`config.mk`:
```
export PLATFORM = sky130hd
export DESIGN_NAME = wildcard_pattern_matcher_flat
export DESIGN_NICKNAME = d
export VERILOG_FILES = /design/src/hw/rtl/wpm_pkg.sv /design/src/hw/rtl/wpm_if.sv /design/src/hw/rtl/wildcard_pattern_matcher.sv /design/src/hw/rtl/wpm_queue.sv /design/src/hw/rtl/wpm_front.sv /design/src/hw/rtl/wpm_back.sv /design/src/flat_wrapper.sv
export SDC_FILE = /design/constraint.sdc
export NUM_CORES = 1
export LEC_CHECK = 0
export ABC_CLOCK_PERIOD_IN_PS = 5700
export BUFFER_PORTS_ARGS = -buffer_cell sky130_fd_sc_hd__buf_4
export CAP_MARGIN = 40
export CORE_MARGIN = 8
export CORE_UTILIZATION = 42
export CTS_CLUSTER_SIZE = 24
export DETAILED_ROUTE_END_ITERATION = 7
export PLACE_DENSITY_LB_ADDON = 0.1
export SYNTH_ARGS = -nofsm -noshare
export SYNTH_HDL_FRONTEND = slang
export SYNTH_HIERARCHICAL = 1
export SYNTH_SLANG_ARGS = --single-unit
```
`constraint.sdc`:
```
create_clock -name clk -period 5.7 [get_ports clk]
set_input_delay 0.285 -clock clk [delete_from_list [all_inputs] [get_ports clk]]
set_output_delay 0.285 -clock clk [all_outputs]
set_load 0.01 [all_outputs]
```
`src/hw/rtl/wpm_pkg.sv`:
```
// ----------------------------------------------------------------------------
// wpm_pkg
// Constants, register map and character helpers of the wildcard matcher.
// ----------------------------------------------------------------------------
package wpm_pkg;

	localparam int DEF_MAX_PATTERN = 32;
	localparam int PAT_WORDS       = 4;
	localparam int CHARS_PER_WORD  = 8;
	localparam int WORD_W          = 64;
	localparam int LEN_W           = 6;
	localparam int PADDR_W         = 6;
	localparam int QUEUE_DEPTH     = 4;

	// register indexes (byte address is 8 * index)
	localparam logic [2:0] REG_WORD0  = 3'd0;
	localparam logic [2:0] REG_WORD1  = 3'd1;
	localparam logic [2:0] REG_WORD2  = 3'd2;
	localparam logic [2:0] REG_WORD3  = 3'd3;
	localparam logic [2:0] REG_LENGTH = 3'd4;

	// pattern metacharacters
	localparam logic [7:0] CHAR_STAR  = 8'h2A;
	localparam logic [7:0] CHAR_ANY   = 8'h3F;
	localparam logic [7:0] CHAR_DIGIT = 8'h23;

	localparam logic [7:0] CHAR_UC_A  = 8'h41;
	localparam logic [7:0] CHAR_UC_Z  = 8'h5A;
	localparam logic [7:0] CHAR_ZERO  = 8'h30;
	localparam logic [7:0] CHAR_NINE  = 8'h39;
	localparam logic [7:0] CASE_DELTA = 8'h20;

	function automatic logic [7:0] fold_case(input logic [7:0] c);
		return (c >= CHAR_UC_A && c <= CHAR_UC_Z) ? c + CASE_DELTA : c;
	endfunction

	// one pattern character against one target byte (star handled elsewhere)
	function automatic logic char_match(input logic [7:0] p, input logic [7:0] c);
		if (p == CHAR_ANY) begin
			return 1'b1;
		end
		if (p == CHAR_DIGIT) begin
			return (c >= CHAR_ZERO) && (c <= CHAR_NINE);
		end
		return fold_case(p) == fold_case(c);
	endfunction

endpackage

```
`src/hw/rtl/wpm_if.sv`:
```
// ----------------------------------------------------------------------------
// wpm_if
// Valid/ready channels of the wildcard matcher: target bytes in, verdicts out.
// ----------------------------------------------------------------------------
interface wpm_in_if;
	logic       valid;
	logic       ready;
	logic [7:0] target_char;
	logic       char_present;
	logic       end_of_target;

	modport source (output valid, target_char, char_present, end_of_target, input ready);
	modport sink   (input valid, target_char, char_present, end_of_target, output ready);
endinterface

interface wpm_out_if;
	logic valid;
	logic ready;
	logic matched;

	modport source (output valid, matched, input ready);
	modport sink   (input valid, matched, output ready);
endinterface

```
`src/hw/rtl/wildcard_pattern_matcher.sv`:
```
// Final-beat verdicts pass the front register, the queue and the output register.
// Throughput: one target beat per cycle while the queue has room (NFA vector update).
// A stalled result parks in the output register; the 4-entry queue keeps input flowing.
// Reset (arst_n low, asynchronous): pattern registers clear to zero, only the start
// position is active, queue and output are empty.
// ----------------------------------------------------------------------------
// wildcard_pattern_matcher
// Streams a target string byte by byte and judges it against a glob pattern
// ('*', '?', '#', case-folded literals) held in APB registers.
// ----------------------------------------------------------------------------
module wildcard_pattern_matcher
	import wpm_pkg::*;
#(
	parameter int MAX_PATTERN = DEF_MAX_PATTERN
) (
	input  logic               clk,
	input  logic               arst_n,
	wpm_in_if.sink             target,
	wpm_out_if.source          result,
	input  logic               psel,
	input  logic               penable,
	input  logic               pwrite,
	input  logic [PADDR_W-1:0] paddr,
	input  logic [WORD_W-1:0]  pwdata,
	output logic [WORD_W-1:0]  prdata,
	output logic               pready
);

	localparam int LW = $clog2(MAX_PATTERN + 1);
	localparam int QW = MAX_PATTERN + 2;

	// Configuration registers
	logic [WORD_W-1:0]           pattern_word_q [PAT_WORDS];
	logic [LEN_W-1:0]            pattern_length_q;
	logic [2:0]                  reg_idx;
	logic                        wr_en;
	logic [MAX_PATTERN-1:0][7:0] pattern;
	logic [LW-1:0]               pat_len;

	// Front to queue
	logic                   fr_valid;
	logic                   fr_ready;
	logic                   fr_present;
	logic                   fr_last;
	logic [MAX_PATTERN-1:0] fr_hit;

	// Queue to back
	logic                   bk_valid;
	logic                   bk_pop;
	logic [QW-1:0]          bk_data;

	// APB: always ready, write lands on the access phase
	assign pready  = 1'b1;
	assign reg_idx = paddr[5:3];
	assign wr_en   = psel && penable && pwrite && pready;

	always_ff @(posedge clk or negedge arst_n) begin
		if (!arst_n) begin
			for (int w = 0; w < PAT_WORDS; w++) begin
				pattern_word_q[w] <= '0;
			end
			pattern_length_q <= '0;
		end else if (wr_en) begin
			case (reg_idx)
				REG_WORD0:  pattern_word_q[0] <= pwdata;
				REG_WORD1:  pattern_word_q[1] <= pwdata;
				REG_WORD2:  pattern_word_q[2] <= pwdata;
				REG_WORD3:  pattern_word_q[3] <= pwdata;
				REG_LENGTH: pattern_length_q  <= pwdata[LEN_W-1:0];
				default:    ; // drop writes outside the map
			endcase
		end
	end

	always_comb begin
		case (reg_idx)
			REG_WORD0:  prdata = pattern_word_q[0];
			REG_WORD1:  prdata = pattern_word_q[1];
			REG_WORD2:  prdata = pattern_word_q[2];
			REG_WORD3:  prdata = pattern_word_q[3];
			REG_LENGTH: prdata = WORD_W'(pattern_length_q);
			default:    prdata = '0;
		endcase
	end

	// Unpack pattern characters, lowest byte of each word first
	for (genvar g = 0; g < MAX_PATTERN; g++) begin : g_pat
		assign pattern[g] = pattern_word_q[g / CHARS_PER_WORD][(g % CHARS_PER_WORD) * 8 +: 8];
	end

	function automatic logic [LW-1:0] pat_len_trunc(input logic [LEN_W-1:0] n);
		return n[LW-1:0];
	endfunction

	// Clamp the programmed length to what the position vector can hold
	assign pat_len = (pattern_length_q > LEN_W'(MAX_PATTERN)) ? LW'(MAX_PATTERN)
	                                                        : pat_len_trunc(pattern_length_q);

	// Front: accept beats, register per-position hit vector
	wpm_front #(
		.MAX_PATTERN (MAX_PATTERN)
	) u_front (
		.clk          (clk),
		.arst_n       (arst_n),
		.target       (target),
		.pattern      (pattern),
		.item_valid   (fr_valid),
		.item_ready   (fr_ready),
		.item_present (fr_present),
		.item_last    (fr_last),
		.item_hit     (fr_hit)
	);

	// Queue: decouple the classify front from the NFA back
	wpm_queue #(
		.WIDTH (QW),
		.DEPTH (QUEUE_DEPTH)
	) u_queue (
		.clk        (clk),
		.arst_n     (arst_n),
		.push_valid (fr_valid),
		.push_ready (fr_ready),
		.push_data  ({fr_present, fr_last, fr_hit}),
		.pop_valid  (bk_valid),
		.pop        (bk_pop),
		.pop_data   (bk_data)
	);

	// Back: advance the active position vector, emit verdict on the final beat
	wpm_back #(
		.MAX_PATTERN (MAX_PATTERN)
	) u_back (
		.clk          (clk),
		.arst_n       (arst_n),
		.pattern      (pattern),
		.pat_len      (pat_len),
		.item_valid   (bk_valid),
		.item_pop     (bk_pop),
		.item_present (bk_data[QW-1]),
		.item_last    (bk_data[QW-2]),
		.item_hit     (bk_data[MAX_PATTERN-1:0]),
		.result       (result)
	);

endmodule

```
`src/hw/rtl/wpm_queue.sv`:
```
// ----------------------------------------------------------------------------
// wpm_queue
// Small FIFO between the classify front and the NFA back.
// ----------------------------------------------------------------------------
module wpm_queue
	import wpm_pkg::*;
#(
	parameter int WIDTH = DEF_MAX_PATTERN + 2,
	parameter int DEPTH = QUEUE_DEPTH
) (
	input  logic             clk,
	input  logic             arst_n,
	input  logic             push_valid,
	output logic             push_ready,
	input  logic [WIDTH-1:0] push_data,
	output logic             pop_valid,
	input  logic             pop,
	output logic [WIDTH-1:0] pop_data
);

	localparam int AW = (DEPTH > 1) ? $clog2(DEPTH) : 1;
	localparam int CW = $clog2(DEPTH + 1);

	logic [WIDTH-1:0] mem_q [DEPTH];
	logic [AW-1:0]    wr_ptr_q;
	logic [AW-1:0]    rd_ptr_q;
	logic [CW-1:0]    count_q;
	logic             do_push;
	logic             do_pop;

	assign push_ready = (count_q != CW'(DEPTH));
	assign pop_valid  = (count_q != '0);
	assign do_push    = push_valid && push_ready;
	assign do_pop     = pop && pop_valid;
	assign pop_data   = mem_q[rd_ptr_q];

	always_ff @(posedge clk) begin
		if (do_push) begin
			mem_q[wr_ptr_q] <= push_data;
		end
	end

	always_ff @(posedge clk or negedge arst_n) begin
		if (!arst_n) begin
			wr_ptr_q <= '0;
			rd_ptr_q <= '0;
			count_q  <= '0;
		end else begin
			if (do_push) begin
				wr_ptr_q <= (wr_ptr_q == AW'(DEPTH - 1)) ? '0 : wr_ptr_q + 1'b1;
			end
			if (do_pop) begin
				rd_ptr_q <= (rd_ptr_q == AW'(DEPTH - 1)) ? '0 : rd_ptr_q + 1'b1;
			end
			case ({do_push, do_pop})
				2'b10:   count_q <= count_q + 1'b1;
				2'b01:   count_q <= count_q - 1'b1;
				default: count_q <= count_q;
			endcase
		end
	end

endmodule

```
`src/hw/rtl/wpm_front.sv`:
```
// ----------------------------------------------------------------------------
// wpm_front
// Accept target beats and classify the byte against every pattern position.
// ----------------------------------------------------------------------------
module wpm_front
	import wpm_pkg::*;
#(
	parameter int MAX_PATTERN = DEF_MAX_PATTERN
) (
	input  logic                        clk,
	input  logic                        arst_n,
	wpm_in_if.sink                      target,
	input  logic [MAX_PATTERN-1:0][7:0] pattern,
	output logic                        item_valid,
	input  logic                        item_ready,
	output logic                        item_present,
	output logic                        item_last,
	output logic [MAX_PATTERN-1:0]      item_hit
);

	logic                   valid_s1;
	logic                   present_s1;
	logic                   last_s1;
	logic [MAX_PATTERN-1:0] hit_s1;
	logic                   take;

	assign target.ready = !valid_s1 || item_ready;
	assign take         = target.valid && target.ready;

	always_ff @(posedge clk or negedge arst_n) begin
		if (!arst_n) begin
			valid_s1 <= 1'b0;
		end else if (target.ready) begin
			valid_s1 <= target.valid;
		end
	end

	// per-position hit: literal, '?' or '#' class versus this byte
	always_ff @(posedge clk) begin
		if (take) begin
			present_s1 <= target.char_present;
			last_s1    <= target.end_of_target;
			for (int i = 0; i < MAX_PATTERN; i++) begin
				hit_s1[i] <= char_match(pattern[i], target.target_char);
			end
		end
	end

	assign item_valid   = valid_s1;
	assign item_present = present_s1;
	assign item_last    = last_s1;
	assign item_hit     = hit_s1;

endmodule

```
`src/hw/rtl/wpm_back.sv`:
```
// ----------------------------------------------------------------------------
// wpm_back
// NFA position vector update with star closure, and the verdict register.
// ----------------------------------------------------------------------------
module wpm_back
	import wpm_pkg::*;
#(
	parameter int MAX_PATTERN = DEF_MAX_PATTERN,
	localparam int LW = $clog2(MAX_PATTERN + 1)
) (
	input  logic                        clk,
	input  logic                        arst_n,
	input  logic [MAX_PATTERN-1:0][7:0] pattern,
	input  logic [LW-1:0]               pat_len,
	input  logic                        item_valid,
	output logic                        item_pop,
	input  logic                        item_present,
	input  logic                        item_last,
	input  logic [MAX_PATTERN-1:0]      item_hit,
	wpm_out_if.source                   result
);

	localparam int NS = MAX_PATTERN + 1;

	logic [NS-1:0]          state_q;
	logic                   out_valid_q;
	logic                   matched_q;
	logic [MAX_PATTERN-1:0] is_star;
	logic [MAX_PATTERN-1:0] below_len;
	logic [NS-1:0]          in_mask;
	logic [NS-1:0]          star_p;
	logic [NS-1:0]          v_open;
	logic [MAX_PATTERN-1:0] adv;
	logic [NS-1:0]          v_step;
	logic [NS-1:0]          v_consumed;
	logic [NS-1:0]          v_next;
	logic                   out_free;

	// epsilon closure over star runs as a prefix OR, log2 levels
	function automatic logic [NS-1:0] closure(input logic [NS-1:0] v, input logic [NS-1:0] p);
		logic [NS-1:0] g;
		logic [NS-1:0] pp;
		g  = v;
		pp = p;
		for (int d = 1; d < NS; d = d * 2) begin
			g  = g | ((g & pp) << d);
			pp = pp & (pp >> d);
		end
		return g;
	endfunction

	always_comb begin
		for (int i = 0; i < MAX_PATTERN; i++) begin
			is_star[i]   = (pattern[i] == CHAR_STAR);
			below_len[i] = (LW'(i) < pat_len);
		end
		for (int i = 0; i < NS; i++) begin
			in_mask[i] = (LW'(i) <= pat_len);
		end
		star_p     = {1'b0, is_star & below_len};
		v_open     = closure(state_q, star_p) & in_mask;
		adv        = v_open[MAX_PATTERN-1:0] & below_len & ~is_star & item_hit;
		v_step     = (v_open & star_p) | {adv, 1'b0};
		v_consumed = closure(v_step, star_p) & in_mask;
		v_next     = item_present ? v_consumed : v_open;
	end

	assign out_free = !out_valid_q || result.ready;
	assign item_pop = item_valid && (!item_last || out_free);

	always_ff @(posedge clk or negedge arst_n) begin
		if (!arst_n) begin
			state_q     <= NS'(1);
			out_valid_q <= 1'b0;
		end else begin
			if (item_pop) begin
				state_q <= item_last ? NS'(1) : v_next;
			end
			if (item_pop && item_last) begin
				out_valid_q <= 1'b1;
			end else if (result.ready) begin
				out_valid_q <= 1'b0;
			end
		end
	end

	always_ff @(posedge clk) begin
		if (item_pop && item_last) begin
			matched_q <= v_next[pat_len];
		end
	end

	assign result.valid   = out_valid_q;
	assign result.matched = matched_q;

endmodule

```
`src/flat_wrapper.sv`:
```
// flat-port wrapper written by rule: the top's interface ports become plain ports
module wildcard_pattern_matcher_flat import wpm_pkg::*;
#(
	parameter int MAX_PATTERN = DEF_MAX_PATTERN
)
  (clk, arst_n, psel, penable, pwrite, paddr, pwdata, prdata, pready, target_valid, target_target_char, target_char_present, target_end_of_target, target_ready, result_valid, result_matched, result_ready);
  wpm_in_if target_i ();
  wpm_out_if result_i ();
  input  logic clk;
  input  logic arst_n;
  input  logic psel;
  input  logic penable;
  input  logic pwrite;
  input  logic [PADDR_W-1:0] paddr;
  input  logic [WORD_W-1:0] pwdata;
  output logic [WORD_W-1:0] prdata;
  output logic pready;
  input wire logic [$bits(target_i.valid)-1:0] target_valid;
  input wire logic [$bits(target_i.target_char)-1:0] target_target_char;
  input wire logic [$bits(target_i.char_present)-1:0] target_char_present;
  input wire logic [$bits(target_i.end_of_target)-1:0] target_end_of_target;
  output wire logic [$bits(target_i.ready)-1:0] target_ready;
  output wire logic [$bits(result_i.valid)-1:0] result_valid;
  output wire logic [$bits(result_i.matched)-1:0] result_matched;
  input wire logic [$bits(result_i.ready)-1:0] result_ready;
  assign target_i.valid = target_valid;
  assign target_i.target_char = target_target_char;
  assign target_i.char_present = target_char_present;
  assign target_i.end_of_target = target_end_of_target;
  assign target_ready = target_i.ready;
  assign result_valid = result_i.valid;
  assign result_matched = result_i.matched;
  assign result_i.ready = result_ready;
  wildcard_pattern_matcher #(.MAX_PATTERN(MAX_PATTERN)) u_core (.clk(clk), .arst_n(arst_n), .target(target_i), .result(result_i), .psel(psel), .penable(penable), .pwrite(pwrite), .paddr(paddr), .pwdata(pwdata), .prdata(prdata), .pready(pready));
endmodule
```
# Word-level counts from Yosys, hierarchy flattened
# Memories as Yosys holds them, arrays and structs flattened.
# Index checks and enable logic that the tools add are counted.
dict set report totals {
  ff_bits 339
  mem_bits_rw 136
  out_inout_bits 68
  word_cells 753
  memories 1
}
dict set report classes {
  add_sub_neg 37
  order_cmp 135
  n_eq_ne 137
  n_mux 334
  n_bitwise 38
  reduce_logical 56
}
# memory words width rd rd_clocked_by_memory_dff wr line
set memory_table {}
lappend memory_table {u_core.u_queue.mem_q 4 34 1 0 1 wpm_queue.sv:24} ;# logic [WIDTH-1:0] mem_q [DEPTH];
# cell count
set ops {}
lappend ops {{equality test 8 x 6 -> 1 bit (second input constant)} 96}
lappend ops {{OR 33 bit} 13}
lappend ops {{one-hot mux 64 bit (5 select lines)} 1}
lappend ops {{2-to-1 mux 1 bit} 293}
lappend ops {{adder 8 x 6 -> 8 bit (second input constant)} 33}
lappend ops {{>= comparator 8 x 7 -> 1 bit (second input constant)} 33}
lappend ops {{<= comparator 8 x 7 -> 1 bit (second input constant)} 33}
lappend ops {{2-to-1 mux 8 bit} 33}
lappend ops {{equality test 8 bit} 32}
lappend ops {{bitwise AND 32 bit} 6}
lappend ops {{<= comparator 5 x 6 -> 1 bit (first input constant)} 16}
lappend ops {{< comparator 5 x 6 -> 1 bit (first input constant)} 16}
lappend ops {{bitwise AND 31 bit} 3}
lappend ops {{bitwise AND 29 bit} 3}
lappend ops {{bitwise AND 25 bit} 3}
lappend ops {{bitwise AND 33 bit} 2}
lappend ops {{2-to-1 mux 33 bit} 2}
lappend ops {{bitwise AND 17 bit} 3}
lappend ops {{<= comparator 4 x 6 -> 1 bit (first input constant)} 8}
lappend ops {{< comparator 4 x 6 -> 1 bit (first input constant)} 8}
lappend ops {{logical AND 1 bit} 41}
lappend ops {{bitwise AND 33 x 32 -> 33 bit} 1}
lappend ops {{NOT 32 bit} 1}
lappend ops {{<= comparator 3 x 6 -> 1 bit (first input constant)} 4}
lappend ops {{other kinds (30)} 53}

# Longest topological paths before layout
dict set report depth {
  depth_word 37
  depth_mapped 18
  ltp_nobuf 15
}

# Hierarchy
# The synthesis kept the hierarchy.
# module instances cells_per_inst area_per_inst_um2
set modules_own_cells {}
lappend modules_own_cells {wildcard_pattern_matcher 1 739 12081.6}
lappend modules_own_cells {wpm_front 1 1105 8275.4}
lappend modules_own_cells {wpm_back 1 961 6583.8}
lappend modules_own_cells {wpm_queue 1 218 5352.6}

# Worst setup path before layout
# OpenSTA, ideal clock, no wires.
dict set report synth_timing {
  kind {flip-flop to flip-flop}
  start {register u_core.pattern_length_q[5]}
  end {register u_core.u_back.matched_q (netlist: u_core/u_back/result.matched), data pin}
  t_arrival_ns 4.430
  required_time_ns 5.428
  path_slack_ns 0.998
  path_stages_with_launch 17
  path_buffers 2
  period_less_slack_ns 4.702
  path_cell_list {dfrtp_1 -> clkbuf_1 -> or4_1 -> buf_2 -> o2111ai_4 -> o211ai_2 -> a311oi_4 -> nor3_1 -> or2_1 -> a22o_1 -> a221oi_2 -> nand3_2 -> a221oi_4 -> and4_1 -> nor4_1 -> o32a_1 -> or4_1}
}
dict set report synth_between {
  elab_chain_len 33
  elab_cells_between_ends 107
  cone_classes {66 x order compare; 4 x mux; 37 x bitwise}
}
# element line
set synth_lines {}
lappend synth_lines {{start, declared} wildcard_pattern_matcher.sv:34} ;# logic [LEN_W-1:0] pattern_length_q;
lappend synth_lines {{start signal, assigned} wildcard_pattern_matcher.sv:69} ;# REG_LENGTH: pattern_length_q <= pwdata[LEN_W-1:0];
lappend synth_lines {{greater-than comparator 6 bit} wildcard_pattern_matcher.sv:96} ;# assign pat_len = (pattern_length_q > LEN_W'(MAX_PATTERN)) ? LW'(MAX_PATTERN)
lappend synth_lines {{2-to-1 mux 6 bit *} wildcard_pattern_matcher.sv:96}
lappend synth_lines {{via u_core.pat_len[5]} wildcard_pattern_matcher.sv:38} ;# logic [LW-1:0] pat_len;
lappend synth_lines {{< comparator 1 x 6 -> 1 bit} wpm_back.sv:55} ;# below_len[i] = (LW'(i) < pat_len);
lappend synth_lines {{bitwise AND 32 bit} wpm_back.sv:60} ;# star_p = {1'b0, is_star & below_len};
lappend synth_lines {{bitwise AND 32 bit} wpm_back.sv:46} ;# g = g | ((g & pp) << d);
lappend synth_lines {{OR 33 bit} wpm_back.sv:46}
lappend synth_lines {{bitwise AND 31 bit} wpm_back.sv:46}
lappend synth_lines {{[... 16 more ...]} -}
lappend synth_lines {{bitwise AND 29 bit} wpm_back.sv:46}
lappend synth_lines {{OR 33 bit} wpm_back.sv:46}
lappend synth_lines {{bitwise AND 25 bit} wpm_back.sv:46}
lappend synth_lines {{OR 33 bit (3 in a row)} wpm_back.sv:46}
lappend synth_lines {{bitwise AND 33 bit} wpm_back.sv:64} ;# v_consumed = closure(v_step, star_p) & in_mask;
lappend synth_lines {{2-to-1 mux 33 bit} wpm_back.sv:65} ;# v_next = item_present ? v_consumed : v_open;
lappend synth_lines {{binary-select mux 1 bit (select 6 bit) *} wpm_back.sv:89} ;# matched_q <= v_next[pat_len];
lappend synth_lines {{2-to-1 mux 1 bit (not written as such) *} wpm_back.sv:89}
lappend synth_lines {{end signal, assigned} wpm_back.sv:89}
lappend synth_lines {{end, declared} wpm_back.sv:27} ;# logic matched_q;
# Mark *: on every way through the listed nets, which the timed path passes. The rest lies on a longest branch. The select of a mux whose other input is x is not followed.
# A chain may end at the register's enable or synchronous reset.

# Worst setup path after layout
dict set report layout_timing {
  start {register u_core.pattern_length_q[5]}
  end {register u_core.u_back.matched_q (netlist: u_core/u_back/result.matched), data pin}
}
dict set report layout_between {
  elab_chain_len 33
  elab_cells_between_ends 107
  cone_classes {66 x order compare; 4 x mux; 37 x bitwise}
}
# element line
set layout_lines {}
lappend layout_lines {{greater-than comparator 6 bit *} wildcard_pattern_matcher.sv:96}
lappend layout_lines {{2-to-1 mux 6 bit *} wildcard_pattern_matcher.sv:96}
lappend layout_lines {{via u_core.pat_len[4]} wildcard_pattern_matcher.sv:38}
lappend layout_lines {{< comparator 1 x 6 -> 1 bit} wpm_back.sv:55}
lappend layout_lines {{bitwise AND 32 bit} wpm_back.sv:60}
lappend layout_lines {{bitwise AND 32 bit} wpm_back.sv:46}
lappend layout_lines {{OR 33 bit} wpm_back.sv:46}
lappend layout_lines {{bitwise AND 31 bit} wpm_back.sv:46}
lappend layout_lines {{[... 16 more ...]} -}
lappend layout_lines {{bitwise AND 29 bit} wpm_back.sv:46}
lappend layout_lines {{OR 33 bit} wpm_back.sv:46}
lappend layout_lines {{bitwise AND 25 bit} wpm_back.sv:46}
lappend layout_lines {{OR 33 bit (3 in a row)} wpm_back.sv:46}
lappend layout_lines {{bitwise AND 33 bit} wpm_back.sv:64}
lappend layout_lines {{2-to-1 mux 33 bit} wpm_back.sv:65}
lappend layout_lines {{binary-select mux 1 bit (select 6 bit) *} wpm_back.sv:89}
lappend layout_lines {{2-to-1 mux 1 bit (not written as such) *} wpm_back.sv:89}
# Marked as above.

==> metrics.md <==
| Metric | Value |
|---|---|
| RSZ-0062 raised after global routing | false |
| CP arrival | 5.94 ns |
| Layout area overhead | 22.6% |
| FILL cells | 6800 |
| Worst hold path type | in -> reg |
| Initial core utilization | 0.424 |
| Total clock sinks | 475 |
| Hold Vio Cnt, Final | 0 |
| R2R setup slack | 0.11 ns |
| Die H | 293 um |
| Tot Pwr | 14.8 mW |
| GPL Wtd Cong | 0.948 |
| Post-Syn Area per Cell | 10.7 um2 |
| DRT iter0 DRCs | 2798 |
| CTS max path bufs | 3 |
| Drt wl/cell | 28.2 um |
| PwrDens | 375 nW/um2 |
| Asr flop ratio synth | 0.640 |
| YS warnings | 6 |
| Final setup viols | 0 |
| I/O pin cnt | 155 |
| Net Sw Frac | 0.389 |
| Sequential power share | 0.354 |
| Post-Route WL | 130000 um |
| Congestion Overflow GR | 0 |
| Minimum clock period | 5.59 ns |
| Simple-gate share of the synthesized area | 0.164 |
| Setup TNS Final | 0 ns |
| Tcrit/Tclk final | 0.980 |
| Number of global-route vias before repair | 28900 |
| TritonCTS clock tree | yes |
| Routed Antenna Nets | 0 |
| Unique masters post-synth | 117 |
| P_leak | 16.0 nW |
| CP Launch Type | register |
| Mapped Area | 32300 um2 |
| Hold path endpoint | u_core/u_back/result.valid |
| Reg-to-reg endpoint | u_core/u_back/result.matched |
| First-pass GRT wire length | 192000 um |
| CORE AREA | 76100 um2 |
| Synth Area in Compound Gates | 0.154 |
| Die Wd | 293 um |
| Worst r2r path cells | 20 |
| Most frequent cells in the layout | buf_4 (505), dfrtp_1 (300), mux2_2 (205) |
| CP Class | reg -> reg |
| Fin. max-slew vios | 0 |
| CP endpoint kind | register |
| Combinational fraction of design power | 0.402 |
| Clock transition at path regs | 0.06 ns |
| Total Routing Usage GR | 0.294 |
| GRT met1 Usage | 0.403 |
| Clock root cell | clkbuf_16 |
| Post-synthesis xor/xnor area fraction | 0.0656 |
| Hold Startpoint | result_ready |
| Slew of the pin with the lowest slew margin | 1.02 ns |
| Initial antenna violation count | 5 |
| Max Clk Rate | 0.179 GHz |
| Vias | 29000 |
| CTS buffer count | 56 |
| Port bufs | 150 |
| Status | complete, no violations |
| Post-synthesis mux area share | 0.174 |
| Met3 GRT Util | 0.0457 |
| DP HPWL | 96400 um |
| Most common cell after layout, fill and taps aside | buf_4 |
| Sequential fraction of the synthesis area | 0.395 |
| #FFs+latches synth | 475 |
| Post-synthesis adder-cell area fraction | 0.0161 |
| NumNets Final | 3659 |
| Vias per cell | 6.29 |
| Crit Path Max Fanout | 8 |
| EDFF count, synth | 171 |
| Internal Power | 9.07 mW |
| H-tree Lvls | 2 |
| Die area | 86000 um2 |
| Worst Path Required | 6.05 ns |
| DR DRC count | 0 |
| Hold path cells | 3 |
| GR Util met2 | 0.475 |
| Max cap viols | 0 |
| Grt peak-use layer | met2 |
| Top_reg_cell synth | dfrtp_1 |
| Hold Slack | 0.0575 ns |
| Share of layout cells above drive strength 1 | 0.293 |
| Syn nets | 3151 |
| Largest net degree at the start of global routing | 146 |
| Psw | 5.77 mW |
| Rel. slew slack | 0.299 |
| Peak supply drop | 0.253 mV |
| Largest family of logic cells by synthesized area | multiplexers |
| Worst-case clock skew | 0.0152 ns |
| Clock share of power | 0.244 |
| Cells after Synth | 3023 |
| Worst-skew pair later-pin latency | 0.62 ns |
| Pre-antenna DRT Iters | 6 |
| Site Rows | 101 |
| R2r startpoint | u_core/pattern_length_q[5] |
[how the worst max path moves through the flow]
| stage | start | end | cells past startpoint |
|---|---|---|---|
| floorplan | u_core/pattern_length_q[5] | u_core/u_back/result.matched | 16 |
| global placement | u_core/pattern[100] | u_core/u_back/result.matched | 15 |
| detailed placement | u_core/pattern_length_q[5] | u_core/u_back/result.matched | 19 |
| CTS | u_core/pattern_length_q[5] | u_core/u_back/result.matched | 19 |
| global route | u_core/pattern_length_q[5] | u_core/u_back/result.matched | 20 |
| finish | u_core/pattern_length_q[5] | u_core/u_back/result.matched | 20 |
[timing repair]
action,CTS,global route
gates resized for setup,0,7
hold buffers,68,0
setup endpoints to repair,0,2
setup buffers,0,3
hold endpoints to repair,358,0
[critical path: stages (launching register included)]
cell	delay, ns
dfrtp_2	0.44
nor2b_1	0.09
or4_1	0.53
buf_4	0.20
o2111ai_1	0.28
o211ai_2	0.22
a311oi_4	0.31
buf_4	0.20
buf_4	0.14
o32ai_1	0.10
o21ai_0	0.31
buf_4	0.18
a21boi_1	0.07
o311ai_1	0.35
o211ai_1	0.29
buf_4	0.21
a31o_1	0.23
a21oi_1	0.18
nor2_1	0.07
o311a_1	0.40
or4_1	0.53
[state kept, by name, indices dropped and copies added, names as in the netlist, 2 cells and up]
name / cells
u_core/pattern: 256
u_core/u_front/item_hit: 32
u_core/u_queue/rd_ptr_q: 2
u_core/u_queue/wr_ptr_q: 2
u_core/u_back/state_q: 33
u_core/u_queue/mem_q: 136
u_core/u_queue/count_q: 3
u_core/pattern_length_q: 6
[synthesized netlist by cell type, types with 42 or more instances]
cell | count | share of area
mux4_2 | 92 | 0.064
nor2b_1 | 82 | 0.016
a21oi_1 | 155 | 0.024
o21ai_0 | 118 | 0.018
nor2_1 | 203 | 0.024
nand2b_1 | 42 | 0.0081
mux2_2 | 205 | 0.071
nand3_1 | 87 | 0.013
o31ai_1 | 43 | 0.010
or3_1 | 46 | 0.0089
inv_1 | 57 | 0.0066
edfxtp_1 | 171 | 0.16
xnor2_1 | 122 | 0.033
xor2_1 | 120 | 0.033
mux2_4 | 62 | 0.029
nor3_1 | 81 | 0.013
nand2_1 | 166 | 0.019
dfrtp_1 | 303 | 0.23
clkbuf_1 | 58 | 0.0067
[stage by stage]
step	utilization	instance area (um2)	std cells	setup WS, ns
finish	0.520	39600	4609	0.113
global route	0.520	39600	4609	0.0316
CTS	0.520	39500	4605	0.0427
detailed placement	0.487	37000	4432	0.0821
global placement	0.483	36800	4412	-0.206
floorplan	-	32300	3023	0.998
[layout make-up]
class,instances,area (um2),share of cell area
Multi-Input combinational cell,2346,18700,0.472
Tap cell,1030,1290,0.0326
Inverter,58,218,0.00550
Clock buffer,78,1580,0.0398
Clock inverter,27,254,0.00642
Timing Repair Buffer,594,4830,0.122
Sequential cell,475,12700,0.322
Antenna cell,1,2.50,0.0000632
[metal layers]
layer / routed length [um] / part of all wire
met1: 56700 / 0.44
met3: 8850 / 0.068
met5: 27 / 0.00021
met4: 4730 / 0.036
met2: 59800 / 0.46
[power groups by stage]
stage | logic [mW] | clock network [mW] | registers (mW)
6_report | 5.97 | 3.62 | 5.25
5_1_grt | 6.34 | 3.82 | 5.35
4_1_cts | 5.90 | 3.70 | 5.22
3_5_place_dp | 5.83 | 0 | 5.29
3_3_place_gp | 5.65 | 0 | 5.23
2_1_floorplan | 3.39 | 0 | 4.98
[cells by family (layout without fill, tap and decap cells)]
| kind of cell | after synthesis | count (layout) |
|---|---|---|
| XOR/XNOR | 242 | 242 |
| flip-flops | 475 | 475 |
| AND/OR/NAND/NOR | 969 | 969 |
| adder cells (fa/ha/maj) | 41 | 41 |
| other | 1 | 2 |
| AO/OA/AOI/OAI | 703 | 703 |
| multiplexers | 390 | 390 |
| buffers and inverters | 202 | 757 |
Power figures use the tool's default switching activity.
